--- src/rtl/operator_token_classifier_macros.svh ---
// Assertion macros for the operator token classifier.
// No dependencies; included by the top level before its assertions.
`ifndef OPERATOR_TOKEN_CLASSIFIER_MACROS_SVH
`define OPERATOR_TOKEN_CLASSIFIER_MACROS_SVH
`ifndef SYNTHESIS
// Same-cycle implication, checked on every rising edge outside reset.
`define OTC_ASSERT_IMPLY(label, clk, rst_n, ante, cons, msg) \
    label: assert property (@(posedge clk) disable iff (!(rst_n)) (ante) |-> (cons)) \
        else $error(msg);
// Next-cycle implication, checked on every rising edge outside reset.
`define OTC_ASSERT_NEXT(label, clk, rst_n, ante, cons, msg) \
    label: assert property (@(posedge clk) disable iff (!(rst_n)) (ante) |=> (cons)) \
        else $error(msg);
`else
`define OTC_ASSERT_IMPLY(label, clk, rst_n, ante, cons, msg)
`define OTC_ASSERT_NEXT(label, clk, rst_n, ante, cons, msg)
`endif
`endif

--- src/rtl/otc_pkg.sv ---
// Shared types and constants for the operator token classifier.
// No dependencies; imported by otc_decode and the top level.
`timescale 1ns / 1ps
package otc_pkg;

    typedef logic [7:0] t_byte;
    typedef logic [5:0] t_kind;
    typedef logic [1:0] t_len;
    typedef logic [1:0] t_outcome;

    typedef struct packed {
        t_kind    kind;
        t_len     consumed;
        t_outcome outcome;
    } t_otc_result;

    // Character codes
    localparam t_byte CH_PLUS  = 8'h2B;
    localparam t_byte CH_MINUS = 8'h2D;
    localparam t_byte CH_STAR  = 8'h2A;
    localparam t_byte CH_SLASH = 8'h2F;
    localparam t_byte CH_PCT   = 8'h25;
    localparam t_byte CH_EQ    = 8'h3D;
    localparam t_byte CH_BANG  = 8'h21;
    localparam t_byte CH_LT    = 8'h3C;
    localparam t_byte CH_GT    = 8'h3E;
    localparam t_byte CH_AMP   = 8'h26;
    localparam t_byte CH_PIPE  = 8'h7C;
    localparam t_byte CH_CARET = 8'h5E;
    localparam t_byte CH_TILDE = 8'h7E;
    localparam t_byte CH_LPAR  = 8'h28;
    localparam t_byte CH_RPAR  = 8'h29;
    localparam t_byte CH_LBRK  = 8'h5B;
    localparam t_byte CH_RBRK  = 8'h5D;
    localparam t_byte CH_LBRC  = 8'h7B;
    localparam t_byte CH_RBRC  = 8'h7D;
    localparam t_byte CH_SEMI  = 8'h3B;
    localparam t_byte CH_COMMA = 8'h2C;
    localparam t_byte CH_COLON = 8'h3A;
    localparam t_byte CH_QUEST = 8'h3F;
    localparam t_byte CH_DOT   = 8'h2E;
    localparam t_byte CH_HASH  = 8'h23;
    localparam t_byte CH_NL    = 8'h0A;
    localparam t_byte CH_ZERO  = 8'h30;
    localparam t_byte CH_NINE  = 8'h39;

    // Token kinds, dense in match order
    localparam t_kind K_INC      = 6'd0;
    localparam t_kind K_ADD_EQ   = 6'd1;
    localparam t_kind K_ADD      = 6'd2;
    localparam t_kind K_DEC      = 6'd3;
    localparam t_kind K_SUB_EQ   = 6'd4;
    localparam t_kind K_ARROW    = 6'd5;
    localparam t_kind K_SUB      = 6'd6;
    localparam t_kind K_MUL_EQ   = 6'd7;
    localparam t_kind K_MUL      = 6'd8;
    localparam t_kind K_DIV_EQ   = 6'd9;
    localparam t_kind K_DIV      = 6'd10;
    localparam t_kind K_MOD      = 6'd11;
    localparam t_kind K_EQ_EQ    = 6'd12;
    localparam t_kind K_ASSIGN   = 6'd13;
    localparam t_kind K_NE       = 6'd14;
    localparam t_kind K_NOT      = 6'd15;
    localparam t_kind K_SHL3     = 6'd16;
    localparam t_kind K_LE       = 6'd17;
    localparam t_kind K_SHL      = 6'd18;
    localparam t_kind K_LT       = 6'd19;
    localparam t_kind K_SHR3     = 6'd20;
    localparam t_kind K_GE       = 6'd21;
    localparam t_kind K_SHR      = 6'd22;
    localparam t_kind K_GT       = 6'd23;
    localparam t_kind K_LAND     = 6'd24;
    localparam t_kind K_BAND     = 6'd25;
    localparam t_kind K_LOR      = 6'd26;
    localparam t_kind K_BOR      = 6'd27;
    localparam t_kind K_XOR      = 6'd28;
    localparam t_kind K_BNOT     = 6'd29;
    localparam t_kind K_LPAR     = 6'd30;
    localparam t_kind K_RPAR     = 6'd31;
    localparam t_kind K_LBRK     = 6'd32;
    localparam t_kind K_RBRK     = 6'd33;
    localparam t_kind K_LBRC     = 6'd34;
    localparam t_kind K_RBRC     = 6'd35;
    localparam t_kind K_SEMI     = 6'd36;
    localparam t_kind K_COMMA    = 6'd37;
    localparam t_kind K_COLON    = 6'd38;
    localparam t_kind K_QUEST    = 6'd39;
    localparam t_kind K_DOT      = 6'd40;
    localparam t_kind K_ERROR    = 6'd41;
    localparam t_kind K_NONE     = 6'd0;

    // Consumed byte counts
    localparam t_len LEN_0 = 2'd0;
    localparam t_len LEN_1 = 2'd1;
    localparam t_len LEN_2 = 2'd2;
    localparam t_len LEN_3 = 2'd3;

    // Outcome codes
    localparam t_outcome OUT_TOKEN    = 2'd0;
    localparam t_outcome OUT_NUMBER   = 2'd1;
    localparam t_outcome OUT_SKIPLINE = 2'd2;

endpackage

--- src/rtl/otc_decode.sv ---
// Combinational maximal-munch operator decode over a three-byte window.
// Depends on otc_pkg.
`timescale 1ns / 1ps
module otc_decode (
    input  otc_pkg::t_byte       i_cur,
    input  otc_pkg::t_byte       i_next,
    input  otc_pkg::t_byte       i_after,
    output otc_pkg::t_otc_result o_result
);
    import otc_pkg::*;

    logic next_eq;
    logic next_is_digit;

    assign next_eq       = (i_next == CH_EQ);
    assign next_is_digit = (i_next >= CH_ZERO) && (i_next <= CH_NINE);

    always_comb begin
        o_result = '{kind: K_ERROR, consumed: LEN_1, outcome: OUT_TOKEN};
        unique case (i_cur)
            CH_PLUS: begin
                if (i_next == CH_PLUS)  o_result = '{K_INC, LEN_2, OUT_TOKEN};
                else if (next_eq)       o_result = '{K_ADD_EQ, LEN_2, OUT_TOKEN};
                else                    o_result = '{K_ADD, LEN_1, OUT_TOKEN};
            end
            CH_MINUS: begin
                if (i_next == CH_MINUS)   o_result = '{K_DEC, LEN_2, OUT_TOKEN};
                else if (next_eq)         o_result = '{K_SUB_EQ, LEN_2, OUT_TOKEN};
                else if (i_next == CH_GT) o_result = '{K_ARROW, LEN_2, OUT_TOKEN};
                else                      o_result = '{K_SUB, LEN_1, OUT_TOKEN};
            end
            CH_STAR: begin
                if (next_eq) o_result = '{K_MUL_EQ, LEN_2, OUT_TOKEN};
                else         o_result = '{K_MUL, LEN_1, OUT_TOKEN};
            end
            CH_SLASH: begin
                if (next_eq) o_result = '{K_DIV_EQ, LEN_2, OUT_TOKEN};
                else         o_result = '{K_DIV, LEN_1, OUT_TOKEN};
            end
            CH_PCT: o_result = '{K_MOD, LEN_1, OUT_TOKEN};
            CH_EQ: begin
                if (next_eq) o_result = '{K_EQ_EQ, LEN_2, OUT_TOKEN};
                else         o_result = '{K_ASSIGN, LEN_1, OUT_TOKEN};
            end
            CH_BANG: begin
                if (next_eq) o_result = '{K_NE, LEN_2, OUT_TOKEN};
                else         o_result = '{K_NOT, LEN_1, OUT_TOKEN};
            end
            CH_LT: begin
                // three-byte shift wins over <=, and <<= stays <<
                if (i_next == CH_LT && i_after == CH_LT)
                    o_result = '{K_SHL3, LEN_3, OUT_TOKEN};
                else if (next_eq)         o_result = '{K_LE, LEN_2, OUT_TOKEN};
                else if (i_next == CH_LT) o_result = '{K_SHL, LEN_2, OUT_TOKEN};
                else                      o_result = '{K_LT, LEN_1, OUT_TOKEN};
            end
            CH_GT: begin
                if (i_next == CH_GT && i_after == CH_GT)
                    o_result = '{K_SHR3, LEN_3, OUT_TOKEN};
                else if (next_eq)         o_result = '{K_GE, LEN_2, OUT_TOKEN};
                else if (i_next == CH_GT) o_result = '{K_SHR, LEN_2, OUT_TOKEN};
                else                      o_result = '{K_GT, LEN_1, OUT_TOKEN};
            end
            CH_AMP: begin
                if (i_next == CH_AMP) o_result = '{K_LAND, LEN_2, OUT_TOKEN};
                else                  o_result = '{K_BAND, LEN_1, OUT_TOKEN};
            end
            CH_PIPE: begin
                if (i_next == CH_PIPE) o_result = '{K_LOR, LEN_2, OUT_TOKEN};
                else                   o_result = '{K_BOR, LEN_1, OUT_TOKEN};
            end
            CH_CARET: o_result = '{K_XOR, LEN_1, OUT_TOKEN};
            CH_TILDE: o_result = '{K_BNOT, LEN_1, OUT_TOKEN};
            CH_LPAR:  o_result = '{K_LPAR, LEN_1, OUT_TOKEN};
            CH_RPAR:  o_result = '{K_RPAR, LEN_1, OUT_TOKEN};
            CH_LBRK:  o_result = '{K_LBRK, LEN_1, OUT_TOKEN};
            CH_RBRK:  o_result = '{K_RBRK, LEN_1, OUT_TOKEN};
            CH_LBRC:  o_result = '{K_LBRC, LEN_1, OUT_TOKEN};
            CH_RBRC:  o_result = '{K_RBRC, LEN_1, OUT_TOKEN};
            CH_SEMI:  o_result = '{K_SEMI, LEN_1, OUT_TOKEN};
            CH_COMMA: o_result = '{K_COMMA, LEN_1, OUT_TOKEN};
            CH_COLON: o_result = '{K_COLON, LEN_1, OUT_TOKEN};
            CH_QUEST: o_result = '{K_QUEST, LEN_1, OUT_TOKEN};
            CH_DOT: begin
                // dot before a digit opens a number; consume nothing
                if (next_is_digit) o_result = '{K_NONE, LEN_0, OUT_NUMBER};
                else               o_result = '{K_DOT, LEN_1, OUT_TOKEN};
            end
            CH_HASH: o_result = '{K_NONE, LEN_1, OUT_SKIPLINE};
            default: o_result = '{K_ERROR, LEN_1, OUT_TOKEN};
        endcase
    end

endmodule

--- src/rtl/operator_token_classifier.sv ---
// Operator token classifier: top level with input and result registers.
// Depends on otc_pkg, otc_decode and operator_token_classifier_macros.svh.
//
// Usage:
//   Drive i_cur_byte, i_next_byte and i_after_byte (the lexer byte and its two
//   lookahead bytes, 0 at end of text) and raise start. A beat is taken at
//   every rising edge where start is high and busy is low; busy never rises,
//   so a new window can be offered every cycle.
//   Once the beat has passed the input and result registers, o_strobe is high
//   for exactly one cycle with o_token_kind, o_consumed and o_outcome. The decode
//   sits between the two registers; throughput is one window per cycle, limited
//   only by the single decode stage.
//   o_outcome: token emitted, number starts here (nothing consumed), or skip
//   to end of line ('#' consumed). Unknown bytes give the error kind.
//   The receiver cannot stall: every strobed result must be taken in its
//   cycle, and nothing is buffered beyond the two registers.
//   Reset (i_rst_n low, synchronous) drops any beat in flight and clears the
//   strobe; payload registers keep whatever they held.
`timescale 1ns / 1ps
`include "operator_token_classifier_macros.svh"
module operator_token_classifier (
    input  logic              i_clk,
    input  logic              i_rst_n,
    input  logic              start,
    output logic              busy,
    input  otc_pkg::t_byte    i_cur_byte,
    input  otc_pkg::t_byte    i_next_byte,
    input  otc_pkg::t_byte    i_after_byte,
    output logic              o_strobe,
    output otc_pkg::t_kind    o_token_kind,
    output otc_pkg::t_len     o_consumed,
    output otc_pkg::t_outcome o_outcome
);
    import otc_pkg::*;

    logic        r_in_vld;
    logic        n_in_vld;
    t_byte       r_cur;
    t_byte       r_next;
    t_byte       r_after;
    logic        r_out_vld;
    t_otc_result r_result;
    t_otc_result n_result;

    // Single decode stage never back-pressures.
    assign busy     = 1'b0;
    assign n_in_vld = start && !busy;

    // Input register: capture the window on each accepted beat.
    always_ff @(posedge i_clk) begin
        if (!i_rst_n) begin
            r_in_vld <= 1'b0;
        end else begin
            r_in_vld <= n_in_vld;
        end
    end

    always_ff @(posedge i_clk) begin
        if (n_in_vld) begin
            r_cur   <= i_cur_byte;
            r_next  <= i_next_byte;
            r_after <= i_after_byte;
        end
    end

    otc_decode u_decode (
        .i_cur    (r_cur),
        .i_next   (r_next),
        .i_after  (r_after),
        .o_result (n_result)
    );

    // Result register: advance the decode every valid cycle, strobe for one cycle.
    always_ff @(posedge i_clk) begin
        if (!i_rst_n) begin
            r_out_vld <= 1'b0;
        end else begin
            r_out_vld <= r_in_vld;
        end
    end

    always_ff @(posedge i_clk) begin
        if (r_in_vld) begin
            r_result <= n_result;
        end
    end

    assign o_strobe     = r_out_vld;
    assign o_token_kind = r_result.kind;
    assign o_consumed   = r_result.consumed;
    assign o_outcome    = r_result.outcome;

    // Every accepted beat yields a strobe, through the input and result registers.
    `OTC_ASSERT_IMPLY(a_beat_to_strobe, i_clk, i_rst_n, start && !busy, ##2 o_strobe, "beat lost in pipeline")
    // A strobe needs a beat in the input register in the cycle before.
    `OTC_ASSERT_NEXT(a_no_phantom, i_clk, i_rst_n, !r_in_vld, !o_strobe, "result without beat")
    // Number start consumes nothing and carries no kind.
    `OTC_ASSERT_IMPLY(a_number_start, i_clk, i_rst_n, o_strobe && o_outcome == OUT_NUMBER, o_consumed == LEN_0 && o_token_kind == K_NONE, "bad number start result")
    // Only the three-byte shifts consume three bytes.
    `OTC_ASSERT_IMPLY(a_three_byte, i_clk, i_rst_n, o_strobe && o_consumed == LEN_3, o_token_kind == K_SHL3 || o_token_kind == K_SHR3, "three bytes on non-shift")

endmodule
--- config.mk ---
export PLATFORM = sky130hd
export DESIGN_NAME = operator_token_classifier
export DESIGN_NICKNAME = d
export VERILOG_FILES = /design/src/rtl/otc_pkg.sv /design/src/rtl/otc_decode.sv /design/src/rtl/operator_token_classifier.sv
export VERILOG_INCLUDE_DIRS = /design/src /design/src/rtl
export SDC_FILE = /design/constraint.sdc
export NUM_CORES = 1
export LEC_CHECK = 0
export BUFFER_PORTS_ARGS = -buffer_cell sky130_fd_sc_hd__buf_2
export CAP_MARGIN = 20
export CORE_MARGIN = 2
export CORE_UTILIZATION = 49
export DETAILED_ROUTE_END_ITERATION = 8
export GPL_ROUTABILITY_DRIVEN = 0
export PLACE_DENSITY = 0.72
export SYNTH_ARGS = -nofsm -noshare
export SYNTH_HDL_FRONTEND = slang
export SYNTH_SLANG_ARGS = --single-unit
--- constraint.sdc ---
create_clock -name i_clk -period 4.3 [get_ports i_clk]
set_input_delay 0.86 -clock i_clk [delete_from_list [all_inputs] [get_ports i_clk]]
set_output_delay 0.86 -clock i_clk [all_outputs]
set_load 0.03 [all_outputs]
### After elaboration in Yosys (flattened, before gate mapping)

Index checks and enable logic that the tools add are counted.

| storage, ports and cells | value |
|---|---|
| register bits after elaboration | 36 |
| input port bits | 27 |
| output and inout port bits | 12 |
| logic and storage cells | 66 |

| operators by class | value |
|---|---|
| $lt $le $gt $ge | 2 |
| equality and inequality tests | 34 |
| muxes and demuxes | 19 |
| reduce and logical (&&, ||, !) cells | 3 |

Operator list:

| cell | number |
|---|---|
| 10-bit one-hot mux with 25 select lines | 1 |
| 8-bit by 6-bit equality test with 1-bit output, second input constant | 26 |
| 10-bit 2-to-1 mux | 8 |
| 8-bit by 7-bit equality test with 1-bit output, second input constant | 8 |
| 5-bit 2-to-1 mux | 6 |
| 6-bit 2-to-1 mux | 3 |
| 8-bit by 6-bit >= comparator with 1-bit output, second input constant | 1 |
| 8-bit by 6-bit <= comparator with 1-bit output, second input constant | 1 |
| 8-bit 2-to-1 mux | 1 |
| 1-bit logical AND | 3 |

### Longest topological paths before layout

Gate-level depths: netlist of run 1.

| depth | value |
|---|---|
| depth after elaboration | 5 |
| mapped depth | 8 |
| mapped depth without buffers | 6 |

### Cells and area by module

Synthesis of run 1 repeated with hierarchy kept, for this count alone.

| second synthesis, totals | value |
|---|---|
| cells, all modules | 218 |
| area total of the unflattened synthesis | 2170.8 um^2 |

By module, submodules not included:

| module | times used | cells each | area an instance (um^2) | sequential area each (um^2) |
|---|---|---|---|---|
| otc_decode | 1 | 178 | 1086.0 | 0.0 |
| operator_token_classifier | 1 | 40 | 1084.8 | 1061.0 |

### Worst setup path after synthesis of run 1

OpenSTA, ideal clock, no wires.

| timing path | value |
|---|---|
| path type | flip-flop to flip-flop |
| start point | register r_cur[6] |
| end point | register r_result, in the netlist o_consumed[0], data pin |
| library setup time | 0.265 ns |
| arrival time | 2.187 ns |
| data required time | 4.035 ns |
| slack | 1.848 ns |
| stages on the path, launching flop included | 9 |
| buffers on the path | 2 |
| clock period less this slack | 2.452 ns |
| path through | edfxtp_1 > buf_6 > or4b_1 > buf_2 > or4_4 > and2_4 > nand4_4 > nand3_2 > or3_1 |

RTL lines:

| what | RTL line | source |
|---|---|---|
| start, declared | operator_token_classifier.sv:38 | `t_byte r_cur;` |
| start signal, assigned | operator_token_classifier.sv:60 | `r_cur <= i_cur_byte;` |
| end signal, assigned | operator_token_classifier.sv:84 | `r_result <= n_result;` |
| end, declared | operator_token_classifier.sv:42 | `t_otc_result r_result;` |

==> qor.txt, run 1 <==
status - finished, final reports clean
Total GRT Usage - 0.183
Top FF cell, synth - edfxtp_1
Finished Layout Cells - 288
Mapped Cells - 209
maximum VDD drop - 0.230 mV
post-route ant nets - 0
Hold Vio Cnt, Final - 0
DRT iter0 DRCs - 153
post-CTS sizing - 0
CTS Hold Buffers Added - 0
drc violations - 0
Max stage delay on crit path - 0.72 ns
worst-path cell chain - or4b_1 > or4_4 > and2_4 > nand4_4 > nand3_2 > or3_1
top cells by count, synth - 34 x edfxtp_1, 18 x nor2_1, 15 x nand2_1
CP Max Fanout - 24
Post-CTS Setup Repair Bufs - 0
Clock Skews - 0.00169 ns
die area - 4890 um^2
fin util - 0.581
Starting Density - 0.521
number of global-route vias before repair - 1537
leakage power - 0.822 nW
TNS Setup - 0 ns
Relative slew margins - 0.423
most frequent cell after synthesis - edfxtp_1
largest net degree at the start of global routing - 28
Net count, final - 264
worst setup margin - 1.47 ns
ant diodes - 0
Crit path depth - 6
Crit-path slowest cell - or4b_1
H-tree levels - 2
syn avg cell area - 10.2 um^2
DP Worst Slack - 1.50 ns
Congestion Overflow GR - 0
crit share post-route - 0.659
Ys Warns - 0
routed len/inst - 14.9 um
critical path capture point type - flip-flop
crit path launch type - flip-flop
Synth-to-Final Area Change - 11.6%
Top Ports - 39
register bit total from synthesis - 36
worst skew pair latency - 0.29 ns
Detail Placement HPWL - 3070 um
synth top area cells - edfxtp_1 48%, nor2_1 3.2%, nand2_1 2.6%
first-pass GRT wire length - 7160 um
CTS Sinks - 36
root buffer selected by CTS - clkbuf_8
CTS tree - built
cts bufs inserted - 5
Post-synth EDFFs - 34
Hold Path Cell Cnt - 0
Pre-antenna DRT Iters - 4
layout cells sized above 1 - 0.227
number of vias per cell - 6.14
DR vias - 1769
Yosys top cell area share - 0.480
Worst Tran Pin Value - 0.865 ns
DIE WIDTH - 69.9 um
Reg area - 1060 um^2
share of flip-flops with an asynchronous set or reset - 0
Netlist cell types - 53
Syn Nets - 236
Layout fillers - 367
placed insts - 280
Tmin final - 2.83 ns
clock transition at the registers of the reported paths - 0.07 ns
CP required - 4.34 ns
PwrDens - 334 nW/um^2
Final Power - 0.792 mW
area of the multi-input gates - 947 um^2
worst path bufs/invs - 0
Data arrival, critical path - 2.87 ns
r2r worst-path depth - 6
initial antenna violation count - 0
core box area - 4090 um^2
sequential cell area fraction in the yosys report - 0.499
delay-heaviest family, CP - simple AND/OR/NAND/NOR gates
Synth area leader - edfxtp_1
final setup violating endpoints - 0
port bufs - 37
Die Ht - 69.9 um
Clock Tree Buf Depth - 2
mapped cell area - 2130 um^2
fmax - 0.353 GHz
FP Rows - 23
WS Path Type - reg -> reg
WL final - 4290 um
Hold Crit Class - reg -> reg
Slew Viols, Final - 0
max-cap violation count - 0
RSZ-0062 raised after global routing - no
[power by group]
part	switching (mW)	internal, mW	leakage [nW]
Combinational	0.0569	0.0429	0.438
Sequential	0.0411	0.413	0.343
Clock	0.124	0.115	0.0404
[path summary, 6_finish.rpt]
kind            start            end  slack, ns
max          r_cur[4]  o_consumed[0]       1.47
min          r_in_vld  o_consumed[1]       0.66
max reg2reg  r_cur[4]  o_consumed[0]       1.47
min reg2reg  r_in_vld  o_consumed[1]       0.66
[worst register-to-register path: stages, from the launching register on]
cell and delay, ns:
edfxtp_1 0.68, or4b_1 0.72, or4_4 0.52, and2_4 0.19, nand4_4 0.10, nand3_2 0.06
or3_1 0.31
[cell usage in the layout, fill, tap and decap left out, types with 3 or more instances in the layout]
cell,Yosys,layout
a21oi_1,10,10
nand2_1,15,15
inv_1,5,5
nor3_1,6,6
nand3_1,10,10
xor2_1,4,4
edfxtp_1,34,34
nand4b_1,4,4
nand2b_1,5,5
nor2_1,18,18
o21ai_0,10,10
clkbuf_8,0,5
and2_1,3,3
buf_2,3,37
nor2b_1,3,3
nor4_1,7,7
o32ai_1,3,3
nand4_1,6,6
o211ai_1,3,3
[stage by stage]
step	instance area (um^2)	hold WS (ns)
global route	2370	0.705
global placement	2280	0.638
detailed placement	2280	0.653
CTS	2370	0.668
finish	2370	0.661
floorplan	2130	0.598
[registers in the layout, indices dropped and copies added, names as in the netlist]
register      flops
o_token_kind      6
o_outcome         2
o_strobe          1
r_cur             8
r_next            8
o_consumed        2
r_in_vld          1
r_after           8
[metal layers]
metal	vias to the layer above	share of wire	GRT usage
met4	0	0.016	0.0556
met1	804	0.42	0.255
met2	96	0.46	0.278
met3	7	0.10	0.0505
li1	862	-	-
met5	-	0	0
[final cells by class]
| type | count | area share |
|---|---|---|
| well taps | 50 | 0.0263 |
| clock buffers | 5 | 0.0290 |
| flip-flops and latches | 36 | 0.447 |
| repair buffers | 38 | 0.0811 |
| multi-input cells | 151 | 0.399 |
| clock inverters | 3 | 0.0100 |
| inverters | 5 | 0.00790 |
[kinds of logic (layout without fill, tap and decap cells)]
logic type / Yosys count / after routing / synth area share
AO/OA/AOI/OAI: 45 / 45 / 0.143
other: 1 / 1 / 0.00176
AND/OR/NAND/NOR: 99 / 99 / 0.276
buffers and inverters: 22 / 51 / 0.0564
flip-flops: 36 / 36 / 0.499
XOR/XNOR: 6 / 6 / 0.0247
Note: power is estimated with default switching activity, not from simulation.
==> run 2, diff against run 1 <==
Settings changed: ABC_AREA set to 1, PLACE_DENSITY 0.72 to 0.74.
Clock period 4.3 ns to 2.6 ns, I/O delays scaled along.
==> qor.txt, run 2 <==
DRT iter0 DRCs - 98 (-36%)
Yosys top cell area share - 0.479 (-0.000845)
max-cap violation count - 0 (unchanged)
top cells by count, synth - 78 x nand2_1, 43 x nor2_1, 34 x edfxtp_1
maximum VDD drop - 0.344 mV (+49%)
clock power share - 0.300 (about the same)
PwrDens - 508 nW/um^2 (+52%)
share of flip-flops with an asynchronous set or reset - 0 (unchanged)
Min Hold Slack - 0.398 ns (-0.263 ns)
leakage power - 1.20 nW (+46%)
FP Rows - 23 (unchanged)
synth top area cells - edfxtp_1 48%, nand2_1 14%, nor2_1 7.6%
Psw - 0.323 mW (+45%)
WS Path Type - reg -> reg
Finished Layout Cells - 361 (+25%)
Detail Placement HPWL - 3210 um (+4.5%)
biggest registers after layout - r_after (8), r_cur (8), r_next (8)
Mapped Cells - 268 (+28%)
DIE WIDTH - 70.0 um (about the same)
first-pass GRT wire length - 7200 um (+0.57%)
Crit-path slowest cell - nor2_2
Data arrival, critical path - 2.05 ns (-0.82 ns)
mapped cell area - 2130 um^2 (+0.18%)
highest-count cells in the layout ignoring fill and taps - 78 x nand2_1, 43 x nor2_1, 37 x buf_2
initial antenna violation count - 0 (unchanged)
Post-synth EDFFs - 34 (unchanged)
clock transition at the registers of the reported paths - 0.07 ns (about the same)
CTS Hold Buffers Added - 0 (unchanged)
RSZ-0062 raised after global routing - no
highest routed layer - met4
fmax - 0.499 GHz (+41%)
wire length on met2 - 1930 um (-2.8%)
die area - 4890 um^2 (+0.16%)
largest net degree at the start of global routing - 26 (-7.1%)
Layout fillers - 380 (+3.5%)
delay-heaviest family, CP - simple AND/OR/NAND/NOR gates
port bufs - 37 (unchanged)
final setup violating endpoints - 0 (unchanged)
Relative slew margins - 0.600 (+0.177)
M1 WL - 1750 um (-3.5%)
Net count, final - 337 (+28%)
drc violations - 0 (unchanged)
TNS Setup - 0 ns (unchanged)
Reg area - 1060 um^2 (unchanged)
Ys Warns - 0 (unchanged)
worst skew pair latency - 0.29 ns (about the same)
CP Max Fanout - 12 (-50%)
Total GRT Usage - 0.187 (+0.00483)
post-CTS sizing - 0 (unchanged)
critical path capture point type - flip-flop
layout cells sized above 1 - 0.251 (+0.0239)
Congestion Overflow GR - 0 (unchanged)
most frequent cell after synthesis - nand2_1
number of vias per cell - 5.05 (-18%)
worst path bufs/invs - 1 (+1)
Netlist cell types - 27 (-49%)
area of the multi-input gates - 932 um^2 (-1.6%)
worst-path cell chain - inv_1 > nand2_1 > nor2_2 > nand2_1 > nand2_2 > nor2_2 > nand2_2 > nor2_2 > a21oi_2 > nand2_1
Tmin final - 2.01 ns (-0.829 ns)
Int Power - 0.916 mW (+61%)
Post-CTS Setup Repair Bufs - 0 (unchanged)
Die Ht - 70.0 um (about the same)
Hold Vio Cnt, Final - 0 (unchanged)
register bit total from synthesis - 36 (unchanged)
CTS tree - built
Sw Ratio - 0.261 (-0.0198)
sequential cell area fraction in the yosys report - 0.498 (-0.000878)
Synth area leader - edfxtp_1
syn avg cell area - 7.96 um^2 (-22%)
Max stage delay on crit path - 0.49 ns (-0.23 ns)
Logic pwr share - 0.127 (about the same)
Clock Tree Buf Depth - 2 (unchanged)
Synth-to-Final Area Change - 14.4%
number of global-route vias before repair - 1664 (+8.3%)
Pre-antenna DRT Iters - 7 (+3)
commonest non-fill, non-tap cell in the layout - nand2_1
CTS Sinks - 36 (unchanged)
post-route ant nets - 0 (unchanged)
Worst Tran Pin Value - 0.600 ns (-0.265 ns)
routed len/inst - 11.3 um (-24%)
Top Ports - 39 (unchanged)
cts bufs inserted - 5 (unchanged)
ant diodes - 0 (unchanged)
crit share post-route - 0.771 (+0.112)
crit path launch type - flip-flop
core box area - 4090 um^2 (unchanged)
Syn Nets - 295 (+25%)
WL final - 4090 um (-4.8%)
met3 WL - 345 um (-20%)
Starting Density - 0.522 (+0.000919)
CP required - 2.65 ns (-1.69 ns)
DR vias - 1824 (+3.1%)
Flop pwr share - 0.573 (about the same)
status - finished, final reports clean
Clock Skews - 0.00493 ns (+0.00323 ns)
Slew Viols, Final - 0 (unchanged)
H-tree levels - 2 (unchanged)
Hold Crit Class - in -> reg
root buffer selected by CTS - clkbuf_8
Top FF cell, synth - edfxtp_1
placed insts - 353 (+26%)
-- run 2: changes by cell type after synthesis, moves of 7 or more --
cell     before  now
nor2_1       18   43
nand2_2       0   15
inv_1         5   26
a21oi_1      10    3
nand2_1      15   78
nor2_2        0    8
nor4_1        7    0
nand3_1      10   23
-- run 2: final timing paths --
| path | to | start | cells past startpoint | slack [ns] |
|---|---|---|---|---|
| worst max-delay path | o_consumed[0] | r_cur[4] | 10 | 0.59 |
| worst min-delay path | r_after[4] | i_after_byte[4] | 1 | 0.40 |
| worst max register to register | o_consumed[0] | r_cur[4] | 10 | 0.59 |
| worst min register to register | o_strobe | r_in_vld | 2 | 0.64 |
-- run 2: stage by stage --
stage | cell area, um^2 | power, mW | setup slack (ns) | util
floorplan | 2130 | 0.826 | 1.05 | -
global placement | 2360 | 0.875 | 0.658 | 0.577
detailed placement | 2360 | 0.879 | 0.602 | 0.577
CTS | 2440 | 1.25 | 0.599 | 0.597
global route | 2440 | 1.30 | 0.395 | 0.597
finish | 2440 | 1.24 | 0.594 | 0.597
-- run 2: power by group through the flow --
stage | clock, mW | sequential [mW] | combinational (mW)
after floorplan | 0 | 0.742 | 0.0840
after global placement | 0 | 0.721 | 0.154
after detailed placement | 0 | 0.722 | 0.157
after CTS | 0.383 | 0.710 | 0.157
after global routing | 0.410 | 0.715 | 0.177
final | 0.372 | 0.710 | 0.157
-- run 2: worst reg2reg max path, cell delays in order, from the launching register on --
cell,delay [ns]
edfxtp_1,0.42
inv_1,0.09
nand2_1,0.06
nor2_2,0.49
nand2_1,0.24
nand2_2,0.14
nor2_2,0.05
nand2_2,0.05
nor2_2,0.04
a21oi_2,0.11
nand2_1,0.06
-- run 2: kinds of logic (layout without fill, tap and decap cells) --
| kind of cell | count (synthesis) | count (layout) | synth area share |
|---|---|---|---|
| other | 1 | 1 | 0.00176 |
| AND/OR/NAND/NOR | 186 | 186 | 0.397 |
| flip-flops | 36 | 36 | 0.498 |
| AO/OA/AOI/OAI | 13 | 13 | 0.0381 |
| buffers and inverters | 32 | 75 | 0.0651 |
-- run 2: layout make-up --
| class | instances | area share |
|---|---|---|
| clock buffer | 5 | 0.0282 |
| clock inverter | 3 | 0.00564 |
| inverter | 29 | 0.0446 |
| multi-input combinational | 200 | 0.382 |
| sequential | 36 | 0.435 |
| tap | 50 | 0.0256 |
| timing repair buffer | 38 | 0.0790 |
-- run 2: per-layer routing --
metal | vias to the layer above | GRT usage
li1 | 957 | -
met1 | 789 | 0.238
met2 | 72 | 0.298
met3 | 6 | 0.0534
met4 | 0 | 0.0812
met5 | - | 0
